**config.mk**
```make
export PLATFORM = sky130hd
export DESIGN_NAME = length_prefixed_request_parser_flat
export DESIGN_NICKNAME = d
export VERILOG_FILES = /design/src/rtl/lprp_pkg.sv /design/src/rtl/lprp_if.sv /design/src/rtl/lprp_core.sv /design/src/rtl/length_prefixed_request_parser.sv /design/src/flat_wrapper.sv
export VERILOG_INCLUDE_DIRS = /design/src /design/src/rtl
export SDC_FILE = /design/constraint.sdc
export NUM_CORES = 1
export LEC_CHECK = 0
export BUFFER_PORTS_ARGS = -buffer_cell sky130_fd_sc_hd__clkbuf_2
export CORE_MARGIN = 3
export CORE_UTILIZATION = 50
export CTS_BUF_LIST = sky130_fd_sc_hd__clkbuf_8 sky130_fd_sc_hd__clkbuf_16
export CTS_CLUSTER_DIAMETER = 30
export DETAILED_ROUTE_END_ITERATION = 8
export PLACE_DENSITY_LB_ADDON = 0.08
export RECOVER_POWER = 50
export SLEW_MARGIN = 15
export SYNTH_ARGS = -nofsm -noshare
export SYNTH_HDL_FRONTEND = slang
export SYNTH_SLANG_ARGS = --single-unit
```
**constraint.sdc**
```tcl
create_clock -name clk_i -period 9.1 [get_ports clk_i]
set_clock_uncertainty 0.1 [all_clocks]
set_input_delay 1.82 -clock clk_i [delete_from_list [all_inputs] [get_ports clk_i]]
set_output_delay 1.82 -clock clk_i [all_outputs]
set_load 0.02 [all_outputs]
```
**src/rtl/length_prefixed_request_parser_macros.svh**
```systemverilog
// Assertion macros used by the parser core.
`ifndef LENGTH_PREFIXED_REQUEST_PARSER_MACROS_SVH
`define LENGTH_PREFIXED_REQUEST_PARSER_MACROS_SVH
`ifndef SYNTH
// Checked on every clock edge outside reset.
`define LPRP_ASSERT(label, clk, rstn, prop, msg) \
  label: assert property (@(posedge clk) disable iff (!(rstn)) prop) else $error(msg);
// Checked on every clock edge, reset included.
`define LPRP_ASSERT_AR(label, clk, prop, msg) \
  label: assert property (@(posedge clk) prop) else $error(msg);
`else
`define LPRP_ASSERT(label, clk, rstn, prop, msg)
`define LPRP_ASSERT_AR(label, clk, prop, msg)
`endif
`endif

```
**src/rtl/lprp_pkg.sv**
```systemverilog
package lprp_pkg;

  // Width of the length, count and index counters.
  localparam int unsigned CountWidth = 21;
  localparam logic [31:0] CntMax = 32'((64'd1 << CountWidth) - 64'd1);
  localparam logic [CountWidth-1:0] MaxMessageReset = CountWidth'(4096);

  // Verdict codes.
  localparam logic [2:0] VerdictNone    = 3'd0;
  localparam logic [2:0] VerdictGet     = 3'd1;
  localparam logic [2:0] VerdictSet     = 3'd2;
  localparam logic [2:0] VerdictDel     = 3'd3;
  localparam logic [2:0] VerdictUnknown = 3'd4;
  localparam logic [2:0] VerdictBad     = 3'd5;
  localparam logic [2:0] VerdictLong    = 3'd6;

  // One input transaction.
  typedef struct packed {
    logic       connection_start;
    logic [7:0] stream_byte;
  } item_t;

  // One result transaction.
  typedef struct packed {
    logic [7:0]            byte_out;
    logic                  payload_valid;
    logic [CountWidth-1:0] string_number;
    logic                  string_last;
    logic                  frame_end;
    logic [2:0]            verdict;
    logic                  stream_closed;
  } result_t;

  // Command letters, row per command (get, set, del), column per offset.
  localparam logic [2:0][2:0][7:0] CmdChars = '{
    '{8'h6c, 8'h65, 8'h64},
    '{8'h74, 8'h65, 8'h73},
    '{8'h74, 8'h65, 8'h67}
  };

  // Folds A-Z to a-z; every other byte is left alone.
  function automatic logic [7:0] fold_case(logic [7:0] b);
    if (b >= 8'h41 && b <= 8'h5a) begin
      return b + 8'h20;
    end
    return b;
  endfunction

endpackage

```
**src/rtl/lprp_if.sv**
```systemverilog
// Byte stream channel into the parser.
interface lprp_in_if;
  logic       valid;
  logic       ready;
  logic       connection_start;
  logic [7:0] stream_byte;

  modport source(output valid, output connection_start, output stream_byte, input ready);
  modport sink(input valid, input connection_start, input stream_byte, output ready);
endinterface

// Tagged byte channel out of the parser.
interface lprp_out_if;
  logic                              valid;
  logic                              ready;
  logic [7:0]                        byte_out;
  logic                              payload_valid;
  logic [lprp_pkg::CountWidth-1:0]   string_number;
  logic                              string_last;
  logic                              frame_end;
  logic [2:0]                        verdict;
  logic                              stream_closed;

  modport source(output valid, output byte_out, output payload_valid, output string_number,
                 output string_last, output frame_end, output verdict,
                 output stream_closed, input ready);
  modport sink(input valid, input byte_out, input payload_valid, input string_number,
               input string_last, input frame_end, input verdict,
               input stream_closed, output ready);
endinterface

```
**src/rtl/lprp_core.sv**
```systemverilog
`include "length_prefixed_request_parser_macros.svh"

// Frame parsing state and the per-byte step logic.
module lprp_core (
  input  logic                            clk_i,
  input  logic                            rst_ni,
  input  logic                            step_i,
  input  lprp_pkg::item_t                 item_i,
  input  logic [lprp_pkg::CountWidth-1:0] max_message_i,
  output lprp_pkg::result_t               result_o
);

  localparam int unsigned CW = lprp_pkg::CountWidth;

  typedef enum logic [2:0] {
    PhLen,
    PhCnt,
    PhShdr,
    PhSdata,
    PhTail
  } phase_e;

  phase_e        phase_q, phase_d, c_phase;
  logic [1:0]    hdr_q, hdr_d, c_hdr;
  logic [31:0]   shift_q, shift_d, c_shift;
  logic [CW-1:0] flen_q, flen_d, c_flen;
  logic [CW-1:0] fpos_q, fpos_d, c_fpos;
  logic [CW-1:0] sleft_q, sleft_d, c_sleft;
  logic [CW-1:0] sbytes_q, sbytes_d, c_sbytes;
  logic [CW-1:0] sidx_q, sidx_d, c_sidx;
  logic [CW-1:0] scount_q, scount_d, c_scount;
  logic [2:0]    cmd_q, cmd_d, c_cmd;
  logic          ferr_q, ferr_d, c_ferr;
  logic          closed_q, closed_d, c_closed;

  logic [31:0]   full;
  logic          done;
  logic          too_big;
  logic [CW-1:0] pos1;
  logic          last;
  logic [CW-1:0] sleft_m1;
  logic [CW-1:0] sidx_p1;
  logic [CW-1:0] sbytes_m1;
  logic [1:0]    off;
  logic [7:0]    low;
  lprp_pkg::result_t res;

  // Step logic for one byte.
  always_comb begin
    // A connection start clears the parse state before this byte.
    c_phase  = phase_q;
    c_hdr    = hdr_q;
    c_shift  = shift_q;
    c_flen   = flen_q;
    c_fpos   = fpos_q;
    c_sleft  = sleft_q;
    c_sbytes = sbytes_q;
    c_sidx   = sidx_q;
    c_scount = scount_q;
    c_cmd    = cmd_q;
    c_ferr   = ferr_q;
    c_closed = closed_q;
    if (item_i.connection_start) begin
      c_phase  = PhLen;
      c_hdr    = '0;
      c_shift  = '0;
      c_flen   = '0;
      c_fpos   = '0;
      c_sleft  = '0;
      c_sbytes = '0;
      c_sidx   = '0;
      c_scount = '0;
      c_cmd    = 3'b111;
      c_ferr   = 1'b0;
      c_closed = 1'b0;
    end

    phase_d  = c_phase;
    hdr_d    = c_hdr;
    shift_d  = c_shift;
    flen_d   = c_flen;
    fpos_d   = c_fpos;
    sleft_d  = c_sleft;
    sbytes_d = c_sbytes;
    sidx_d   = c_sidx;
    scount_d = c_scount;
    cmd_d    = c_cmd;
    ferr_d   = c_ferr;
    closed_d = c_closed;

    res               = '0;
    res.byte_out      = item_i.stream_byte;
    res.verdict       = lprp_pkg::VerdictNone;

    // Little-endian header field collection.
    full      = c_shift | (32'(item_i.stream_byte) << {c_hdr, 3'b000});
    done      = (c_hdr == 2'd3);
    too_big   = (full > 32'(max_message_i)) || (full > lprp_pkg::CntMax);
    pos1      = c_fpos + CW'(1);
    last      = (pos1 == c_flen);
    sleft_m1  = c_sleft - CW'(1);
    sidx_p1   = c_sidx + CW'(1);
    sbytes_m1 = c_sbytes - CW'(1);
    off       = 2'd3 - c_sbytes[1:0];
    low       = lprp_pkg::fold_case(item_i.stream_byte);

    if (c_closed) begin
      // Closed stream: bytes pass through only.
    end else if (c_phase == PhLen) begin
      if (done) begin
        hdr_d   = '0;
        shift_d = '0;
        if (too_big) begin
          res.frame_end = 1'b1;
          res.verdict   = lprp_pkg::VerdictLong;
          closed_d      = 1'b1;
        end else if (full == 32'd0) begin
          res.frame_end = 1'b1;
          res.verdict   = lprp_pkg::VerdictBad;
          closed_d      = 1'b1;
        end else begin
          flen_d   = full[CW-1:0];
          fpos_d   = '0;
          sleft_d  = '0;
          sbytes_d = '0;
          sidx_d   = '0;
          scount_d = '0;
          cmd_d    = 3'b111;
          ferr_d   = 1'b0;
          phase_d  = PhCnt;
        end
      end else begin
        hdr_d   = c_hdr + 2'd1;
        shift_d = full;
      end
    end else begin
      fpos_d = pos1;
      unique case (c_phase)
        PhCnt: begin
          if (done) begin
            hdr_d   = '0;
            shift_d = '0;
            if (too_big) begin
              ferr_d  = 1'b1;
              phase_d = PhTail;
            end else begin
              scount_d = full[CW-1:0];
              sleft_d  = full[CW-1:0];
              sidx_d   = '0;
              phase_d  = (full != 32'd0) ? PhShdr : PhTail;
            end
          end else begin
            hdr_d   = c_hdr + 2'd1;
            shift_d = full;
          end
        end
        PhShdr: begin
          if (done) begin
            hdr_d   = '0;
            shift_d = '0;
            if ((pos1 > c_flen) || (full > 32'(c_flen - pos1))) begin
              ferr_d  = 1'b1;
              phase_d = PhTail;
            end else begin
              if (c_sidx == '0 && full != 32'd3) begin
                cmd_d = 3'b000;
              end
              if (full == 32'd0) begin
                // Empty string: straight on to the next header.
                sleft_d = sleft_m1;
                sidx_d  = sidx_p1;
                phase_d = (sleft_m1 != '0) ? PhShdr : PhTail;
              end else begin
                sbytes_d = full[CW-1:0];
                phase_d  = PhSdata;
              end
            end
          end else begin
            hdr_d   = c_hdr + 2'd1;
            shift_d = full;
          end
        end
        PhSdata: begin
          res.payload_valid = 1'b1;
          res.string_number = c_sidx;
          // Command letters are checked on the first string only.
          if (c_sidx == '0 && c_cmd != 3'b000 && c_sbytes >= CW'(1) &&
              c_sbytes <= CW'(3)) begin
            for (int k = 0; k < 3; k++) begin
              if (lprp_pkg::CmdChars[k][off] != low) begin
                cmd_d[k] = 1'b0;
              end
            end
          end
          sbytes_d = sbytes_m1;
          if (sbytes_m1 == '0) begin
            res.string_last = 1'b1;
            sleft_d = sleft_m1;
            sidx_d  = sidx_p1;
            phase_d = (sleft_m1 != '0) ? PhShdr : PhTail;
          end
        end
        default: begin
          // Bytes after the last string.
          ferr_d  = 1'b1;
          phase_d = PhTail;
        end
      endcase

      // Verdict on the frame's last byte.
      if (last) begin
        res.frame_end = 1'b1;
        if (ferr_d || phase_d != PhTail) begin
          res.verdict = lprp_pkg::VerdictBad;
          closed_d    = 1'b1;
        end else if (scount_d == CW'(2) && cmd_d[0]) begin
          res.verdict = lprp_pkg::VerdictGet;
        end else if (scount_d == CW'(3) && cmd_d[1]) begin
          res.verdict = lprp_pkg::VerdictSet;
        end else if (scount_d == CW'(2) && cmd_d[2]) begin
          res.verdict = lprp_pkg::VerdictDel;
        end else begin
          res.verdict = lprp_pkg::VerdictUnknown;
        end
        phase_d = PhLen;
        hdr_d   = '0;
        shift_d = '0;
      end
    end

    res.stream_closed = closed_d;
  end

  assign result_o = res;

  // Parse state, advanced once per processed byte.
  always_ff @(posedge clk_i or negedge rst_ni) begin
    if (!rst_ni) begin
      phase_q  <= PhLen;
      hdr_q    <= '0;
      shift_q  <= '0;
      flen_q   <= '0;
      fpos_q   <= '0;
      sleft_q  <= '0;
      sbytes_q <= '0;
      sidx_q   <= '0;
      scount_q <= '0;
      cmd_q    <= 3'b111;
      ferr_q   <= 1'b0;
      closed_q <= 1'b0;
    end else if (step_i) begin
      phase_q  <= phase_d;
      hdr_q    <= hdr_d;
      shift_q  <= shift_d;
      flen_q   <= flen_d;
      fpos_q   <= fpos_d;
      sleft_q  <= sleft_d;
      sbytes_q <= sbytes_d;
      sidx_q   <= sidx_d;
      scount_q <= scount_d;
      cmd_q    <= cmd_d;
      ferr_q   <= ferr_d;
      closed_q <= closed_d;
    end
  end

  `LPRP_ASSERT(a_closed_sticks, clk_i, rst_ni, closed_q && !(step_i && item_i.connection_start) |=> closed_q, "closed stream reopened without a connection start")
  `LPRP_ASSERT(a_fatal_closes, clk_i, rst_ni, step_i && (result_o.verdict == lprp_pkg::VerdictBad || result_o.verdict == lprp_pkg::VerdictLong) |-> result_o.stream_closed && result_o.frame_end, "fatal verdict did not close the stream")
  `LPRP_ASSERT(a_payload_in_data, clk_i, rst_ni, step_i && result_o.payload_valid |-> phase_q == PhSdata, "payload byte outside string data")
  `LPRP_ASSERT(a_verdict_at_end, clk_i, rst_ni, step_i && result_o.verdict != lprp_pkg::VerdictNone |-> result_o.frame_end, "verdict without frame end")
  `LPRP_ASSERT_AR(a_reset_clears, clk_i, !rst_ni && $past(!rst_ni) |-> !closed_q && phase_q == PhLen, "reset did not clear the parse state")

endmodule

```
**src/rtl/length_prefixed_request_parser.sv**
```systemverilog
// Length-prefixed request parser.
// req_i carries one byte of a connection stream per transaction, with
// connection_start marking the first byte of a new connection. res_o carries
// one result transaction per input byte: the byte passed through, its string
// tags, and on the last byte of a frame the verdict (get, set, del, unknown
// command, bad request, too long).
// cfg_we_i/cfg_wdata_i write max_message, the limit on frame body length and
// string count; write it only while the parser is idle.
// An accepted byte waits in the input register, then the step logic writes its
// result into the result register. Throughput is one byte per cycle while
// res_o.ready stays high; the parse state update is the only loop.
// Reset clears the parse state, max_message returns to 4096, and both
// registers are emptied. When the receiver holds res_o.ready low, the result
// waits in the output register, one more byte is held in the input register,
// and then req_i.ready drops until the result is taken.
module length_prefixed_request_parser (
  input  logic                            clk_i,
  input  logic                            rst_ni,
  lprp_in_if.sink                         req_i,
  lprp_out_if.source                      res_o,
  input  logic                            cfg_we_i,
  input  logic [lprp_pkg::CountWidth-1:0] cfg_wdata_i
);

  logic [lprp_pkg::CountWidth-1:0] max_msg_q;
  logic                            in_vld_q;
  lprp_pkg::item_t                 in_item_q;
  logic                            out_vld_q;
  lprp_pkg::result_t               out_res_q;
  lprp_pkg::result_t               step_res;
  logic                            advance;
  logic                            in_take;

  // A byte moves to the result register when that register is free or drains.
  assign advance     = in_vld_q && (!out_vld_q || res_o.ready);
  assign req_i.ready = !in_vld_q || advance;
  assign in_take     = req_i.valid && req_i.ready;

  // Configuration register.
  always_ff @(posedge clk_i or negedge rst_ni) begin
    if (!rst_ni) begin
      max_msg_q <= lprp_pkg::MaxMessageReset;
    end else if (cfg_we_i) begin
      max_msg_q <= cfg_wdata_i;
    end
  end

  // Input register.
  always_ff @(posedge clk_i or negedge rst_ni) begin
    if (!rst_ni) begin
      in_vld_q <= 1'b0;
    end else if (in_take) begin
      in_vld_q <= 1'b1;
    end else if (advance) begin
      in_vld_q <= 1'b0;
    end
  end

  always_ff @(posedge clk_i) begin
    if (in_take) begin
      in_item_q.connection_start <= req_i.connection_start;
      in_item_q.stream_byte      <= req_i.stream_byte;
    end
  end

  lprp_core u_core (
    .clk_i         (clk_i),
    .rst_ni        (rst_ni),
    .step_i        (advance),
    .item_i        (in_item_q),
    .max_message_i (max_msg_q),
    .result_o      (step_res)
  );

  // Result register.
  always_ff @(posedge clk_i or negedge rst_ni) begin
    if (!rst_ni) begin
      out_vld_q <= 1'b0;
    end else if (advance) begin
      out_vld_q <= 1'b1;
    end else if (res_o.ready) begin
      out_vld_q <= 1'b0;
    end
  end

  always_ff @(posedge clk_i) begin
    if (advance) begin
      out_res_q <= step_res;
    end
  end

  assign res_o.valid         = out_vld_q;
  assign res_o.byte_out      = out_res_q.byte_out;
  assign res_o.payload_valid = out_res_q.payload_valid;
  assign res_o.string_number = out_res_q.string_number;
  assign res_o.string_last   = out_res_q.string_last;
  assign res_o.frame_end     = out_res_q.frame_end;
  assign res_o.verdict       = out_res_q.verdict;
  assign res_o.stream_closed = out_res_q.stream_closed;

endmodule
```
**src/flat_wrapper.sv**
```systemverilog
// flat-port wrapper written by rule: the top's interface ports become plain ports
module length_prefixed_request_parser_flat 
  (clk_i, rst_ni, cfg_we_i, cfg_wdata_i, req_i_valid, req_i_connection_start, req_i_stream_byte, req_i_ready, res_o_valid, res_o_byte_out, res_o_payload_valid, res_o_string_number, res_o_string_last, res_o_frame_end, res_o_verdict, res_o_stream_closed, res_o_ready);
  lprp_in_if req_i_i ();
  lprp_out_if res_o_i ();
  input  logic clk_i;
  input  logic rst_ni;
  input  logic cfg_we_i;
  input  logic [lprp_pkg::CountWidth-1:0] cfg_wdata_i;
  input wire logic [$bits(req_i_i.valid)-1:0] req_i_valid;
  input wire logic [$bits(req_i_i.connection_start)-1:0] req_i_connection_start;
  input wire logic [$bits(req_i_i.stream_byte)-1:0] req_i_stream_byte;
  output wire logic [$bits(req_i_i.ready)-1:0] req_i_ready;
  output wire logic [$bits(res_o_i.valid)-1:0] res_o_valid;
  output wire logic [$bits(res_o_i.byte_out)-1:0] res_o_byte_out;
  output wire logic [$bits(res_o_i.payload_valid)-1:0] res_o_payload_valid;
  output wire logic [$bits(res_o_i.string_number)-1:0] res_o_string_number;
  output wire logic [$bits(res_o_i.string_last)-1:0] res_o_string_last;
  output wire logic [$bits(res_o_i.frame_end)-1:0] res_o_frame_end;
  output wire logic [$bits(res_o_i.verdict)-1:0] res_o_verdict;
  output wire logic [$bits(res_o_i.stream_closed)-1:0] res_o_stream_closed;
  input wire logic [$bits(res_o_i.ready)-1:0] res_o_ready;
  assign req_i_i.valid = req_i_valid;
  assign req_i_i.connection_start = req_i_connection_start;
  assign req_i_i.stream_byte = req_i_stream_byte;
  assign req_i_ready = req_i_i.ready;
  assign res_o_valid = res_o_i.valid;
  assign res_o_byte_out = res_o_i.byte_out;
  assign res_o_payload_valid = res_o_i.payload_valid;
  assign res_o_string_number = res_o_i.string_number;
  assign res_o_string_last = res_o_i.string_last;
  assign res_o_frame_end = res_o_i.frame_end;
  assign res_o_verdict = res_o_i.verdict;
  assign res_o_stream_closed = res_o_i.stream_closed;
  assign res_o_i.ready = res_o_ready;
  length_prefixed_request_parser u_core (.clk_i(clk_i), .rst_ni(rst_ni), .req_i(req_i_i), .res_o(res_o_i), .cfg_we_i(cfg_we_i), .cfg_wdata_i(cfg_wdata_i));
endmodule
```
After elaboration in Yosys (flattened, before gate mapping)
Cells that the tools add are included. W data, S select, Z words.

Register bits after elaboration: 236.

Add/sub/neg operators: 8. $lt $le $gt $ge: 9. Eq/ne operators: 12. Shift operators: 1. Mux-type cells: 150. Bitwise gates (word level): 2. Reduce and logical (&&, ||, !) cells: 29.

Operators by type and width (count): $mux W21 (56); $mux W32 (6); $pmux W21 S3 (2); $mux W3 (33); $bmux W8 S2 (3); $add A21 B1 Y21 const B (2); $eq A21 B2 Y1 const B (2); $logic_not A21 Y1 (2); $pmux W21 S2 (1); $sub A21 B1 Y21 const B (2); $mux W8 (5); $gt A32 B21 Y1 (1); $gt A32 B21 Y1 const B (1); $gt A32 B32 Y1 (1); $logic_not A32 Y1 (1); $ne A32 B2 Y1 const B (1); $or A32 B32 Y32 (1); $reduce_bool A32 Y1 (1); $shl A8 B5 Y32 (1); $mux W1 (29); $ne A8 B8 Y1 (3); $mux W23 (1); $sub A21 B21 Y22 (1); $eq A21 B21 Y1 (1); other kinds (28) (54).

Logic depth before layout (Yosys ltp)
Depth in word-level cells: 18. Depth in mapped cells: 41. Mapped depth without buffers: 29.

Cells and area by module
Synthesis repeated with hierarchy kept, for this count alone.

Cells, all modules: 2280. Area, all modules: 18590.3 um^2.

By module, submodules not included: lprp_core (instances 1, cells an instance 2183, area an instance 16289.4 um^2); length_prefixed_request_parser (instances 1, cells an instance 97, area an instance 2301.0 um^2).

Worst setup path after synthesis
OpenSTA, ideal clock, no wires.

Path type: reg2reg. Start point: register u_core.in_item_q[8] (netlist bit). End point: register u_core.out_res_q (netlist bit u_core.res_o.verdict[0]) (data pin). Setup time: 270 ps. Arrival: 8938 ps. Required time: 8730 ps. Path slack: -207 ps. Cell stages (with the launch flop): 35. Path buffers: 8. Clock period less this slack: 9307 ps. Cell sequence: edfxtp_1 > buf_4 > inv_2 > clkbuf_1 > clkbuf_1 > clkbuf_1 > buf_1 > clkbuf_1 > clkbuf_1 > clkbuf_1 > nand2_1 > inv_1 > ha_1 > nand3_1 > nor4_2 > nand3_1 > nor2_1 > and3_1 > nand3_1 > xor2_1 > or2_2 > ha_1 > nand2_1 > o31ai_1 > ha_1 > a211oi_1 > o211ai_1 > o221ai_1 > o2111ai_1 > a221oi_1 > o211ai_2 > or4_1 > o311a_1 > o2111ai_1 > a31oi_1.

Word-level cells in the longest chain between the ends: 18.

RTL lines: start: declaration (line length_prefixed_request_parser.sv:27) `lprp_pkg::item_t in_item_q;`; parallel branches: the longest is 18 deep, another holds $gt A32 B32 Y1; end signal: assignment (line length_prefixed_request_parser.sv:88) `out_res_q <= step_res;`; end: declaration (line length_prefixed_request_parser.sv:29) `lprp_pkg::result_t out_res_q;`.

Several ways; the timed one is not identified. The select of a mux whose other input is x is not followed. A chain may end at the register's enable or synchronous reset.

Worst setup path after layout
Start point: register u_core.in_item_q[8] (netlist bit). End point: register u_core.u_core.sidx_q[17].

Word-level cells in the longest chain between the ends: 10.

RTL lines: $mux W21 / $mux W2 (equally long branches) (line lprp_core.sv:63) `if (item_i.connection_start) begin`; $add A21 B1 Y21 / $shl A8 B5 Y32 (equally long branches) (line lprp_core.sv:99, lprp_core.sv:96); $sub A21 B21 Y22 / $or A32 B32 Y32 (equally long branches) (line lprp_core.sv:161, lprp_core.sv:96); $gt A32 B32 Y1, or another cell as far along (line lprp_core.sv:161) `if ((pos1 > c_flen) || (full > 32'(c_flen - pos1))) begin`; $logic_or A1 B1 Y1, or another cell as far along (line lprp_core.sv:161); $mux W21, on equally long branches (line lprp_core.sv:161, lprp_core.sv:143); $mux W21, on equally long branches (line lprp_core.sv:158, lprp_core.sv:140); $pmux W21 S3 (line lprp_core.sv:138) `unique case (c_phase)`; $mux W21 (line lprp_core.sv:109) `end else if (c_phase == PhLen) begin`; $mux W21 (*) (line lprp_core.sv:107) `if (c_closed) begin`; end signal: assignment (line lprp_core.sv:259) `sidx_q <= sidx_d;`; end: declaration (line lprp_core.sv:30) `logic [CW-1:0] sidx_q, sidx_d, c_sidx;`.

Every way passes the cells marked *; elsewhere a longest branch is shown, timed or not.

==> impl_metrics.yaml <==
clock_tree:
  tritoncts: "built"
  clk_latency_ns: 0.60
  clockBufferDepth: 3
  path_clk_slew_ns: 0.05
  clkSinkCount: 236
  cts_resized: 0
  clockRootBuffer: "clkbuf_16"
  postCtsSetupBuffers: 0
  htreeDepth: 3
  ctsHoldBuffers: 0
  numCtsBuffers: 69
grt:
  grt_use_total_pct: 37.5
  antenna_found_initial: 2
  grt_max_degree: 122
  grt_pass1_vias: 17751
  grt_pass1_wl_um: 110000
  gr-total-overflow: 0
setup_path:
  cp_max_fo: 11
  start_kind: "register"
  cp.required_ns: 9.49
  worstReg2RegStart: "u_core.in_item_q[8]"
  crit_family: "compound AO/OA/AOI/OAI gates"
  cp-startpoint: "u_core.in_item_q[8]"
  cp-end-kind: "register"
  r2r.worst_path.cells: 27
  slowest_stage: "nor4_2"
  timing.reg2reg.setup_slack_ns: 0.75
  arrival_ns: 8.74
  worstReg2RegEnd: "u_core.u_core.sidx_q[17]"
  path_buf_inv: 4
  path_class: "reg -> reg"
  max_stage_delay_ns: 0.71
route:
  ant_nets: 0
  drcViolationCount: 0
  viasPerCell: 6.90
  via_count: 18746
  routed_wl_um: 72900
  avgRoutedWirePerCell_um: 26.8
  drt_iter0_markers: 2540
  drt_first_pass_iters: 8
yosys:
  async_flop_share_pct: 80.9
  syn_inst: 2158
  ys_types: 106
  yosysTopAreaCell: "dfrtp_1"
  ys_ff_latch: 236
  synth.area.top_cells: "dfrtp_1 (26%), edfxtp_1 (7.6%), ha_1 (5.7%), o21ai_0 (5.4%), nand2_1 (4.7%)"
  avgSynthCellArea_um2: 8.23
  synth_top_area_share_pct: 26.4
  synth_seq_area_share_pct: 34.6
  synth_edf_count: 45
  syn_area_um2: 17800
  yosys_warnings: 0
  synth_flop_cell: "dfrtp_1"
  syn_nets: 2275
floorplanning:
  placementRows: 68
  dieWidth_um: 194
  die-area_um2: 37800
  start_util_pct: 51.0
  design.core.area_um2: 34800
  die_h_um: 194
  ioPinCount: 73
sta:
  finalHoldViolCount: 0
  period_needed_ns: 8.35
  drv_slew: 170
  whs_ns: 0.358
  rsz0062_at_grt: "false"
  finalSetupViolations: 0
  fin_tns_setup_ns: 0
  fin_crit_sh_pct: 91.8
  max_freq_mhz: 120
  slew_headroom_pct: -244
  finalWorstSetupSlack_ns: 0.750
  worst_pin_slew_ns: 5.16
pwr:
  power_density_nw_per_um2: 258
  p_leak_nw: 9.09
  ir_drop_uv: 250
finish:
  ff_latch_area_um2: 6140
  final_cell_mix: "nand2_1 (221), o21ai_0 (193), dfrtp_1 (187)"
  regMostFlops: "u_core.u_core.shift_q"
  n_fill_cell: 3084
  finalNetCount: 2329
  area_growth_pct: 18.0
  multi_input_area_um2: 10800
  stdcell_area_um2: 21000
  final_util_pct: 60.2
  largest_register_ffs: 32
  drive_gt1_share_pct: 13.5
  final_common_cell: "nand2_1"
  antenna_cells: 0
run_status:
  violations: "max-capacitance violations, max-slew violations"
  status: "complete, but fails checks"
flow_run:
  maxCapViolations: 3
hold_path:
  hold_class: "reg -> reg"
  hold_path_end: "u_core.u_core.shift_q[11]"
  hold_path_depth: 2
  min_from: "u_core.u_core.shift_q[11]"
placement:
  post_dp_cell_area_um2: 18600
  place.gp.congestion: 0.973
  hpwlAfterDp_um: 50100
  pre_cts_slack_ns: 0.962
  portBuffers: 72
==> report_power, final <==
| part | switching, mW | internal [mW] | total (mW) |
|---|---|---|---|
| clock | 0.791 | 1.69 | 2.48 |
| combinational | 1.12 | 0.530 | 1.65 |
| sequential | 0.100 | 1.18 | 1.28 |
==> per-stage QoR <==
stage	cells	power, mW
final	2718	5.41
after global routing	2718	5.61
after CTS	2718	5.37
after detailed placement	2596	2.88
after global placement	2596	2.86
after floorplan	2158	2.28
==> worst max-delay path by stage <==
stage               cells past startpoint                   endpoint  slack [ns]
floorplan                              34    u_core.res_o.verdict[0]        0.08
finish                                 27   u_core.u_core.sidx_q[17]        0.75
CTS                                    29   u_core.u_core.sidx_q[17]        0.96
global route                           29  u_core.u_core.sbytes_q[3]        0.04
detailed placement                     29   u_core.u_core.sidx_q[17]        0.96
global placement                       29   u_core.u_core.sidx_q[17]        1.35
==> cells by family after synthesis <==
group                    synth area share, %
buffers and inverters                   5.02
XOR/XNOR                                2.96
flip-flops                              34.6
multiplexers                            1.54
AND/OR/NAND/NOR                         23.1
AO/OA/AOI/OAI                           27.0
adder cells (fa/ha/maj)                 5.82
==> metal layers <==
layer,wire [µm],vias up,track usage (%),share of wire (%)
met2,31500,1175,55.9,43
met4,4390,4,20.4,6.0
met5,44,-,0,0.060
met3,7770,261,7.80,11
li1,-,8182,-,-
met1,29200,9124,51.1,40
==> area by class of cell <==
type | instances | share of cell area (%)
Sequential cell | 236 | 29.3
Inverter | 75 | 1.35
Tap cell | 455 | 2.72
Clock inverter | 51 | 3.07
Clock buffer | 71 | 8.37
Multi-Input combinational cell | 1699 | 51.4
Timing Repair Buffer | 131 | 3.83
==> cells in the mapped netlist (16+ instances only) <==
library cell / instances
clkbuf_1: 111
o21ai_0: 193
nor3_1: 53
nor2_1: 185
a31oi_1: 40
xor2_1: 26
o211ai_1: 20
buf_2: 22
dfrtp_1: 187
and3_1: 34
nor4_1: 33
o22ai_1: 18
nand4_1: 28
a22o_1: 49
nor2b_1: 53
xnor2_1: 34
o21a_1: 17
edfxtp_1: 45
nand2_1: 221
a21oi_1: 154
nand2b_1: 25
a21o_1: 18
nand3_1: 54
o31ai_1: 16
inv_1: 70
ha_1: 81
a22oi_1: 27
==> worst reg2reg max path, stage by stage, from the launching register on <==
cell	delay, ns
edfxtp_1	0.45
inv_2	0.09
nand2_1	0.07
inv_1	0.06
ha_1	0.22
nand3_1	0.35
nor4_2	0.71
nand3_1	0.38
nor2_1	0.37
and3_1	0.24
nand3_1	0.11
xor2_1	0.15
or2_2	0.29
ha_1	0.37
nand2_1	0.09
o31ai_2	0.70
ha_1	0.41
a211oi_1	0.28
o211ai_1	0.15
o221ai_1	0.19
o2111ai_1	0.14
a221oi_1	0.32
buf_4	0.22
o211ai_2	0.25
o21ai_1	0.64
buf_4	0.31
nand2_1	0.27
o31ai_1	0.32
No activity file was read; power rests on OpenSTA's default activity.
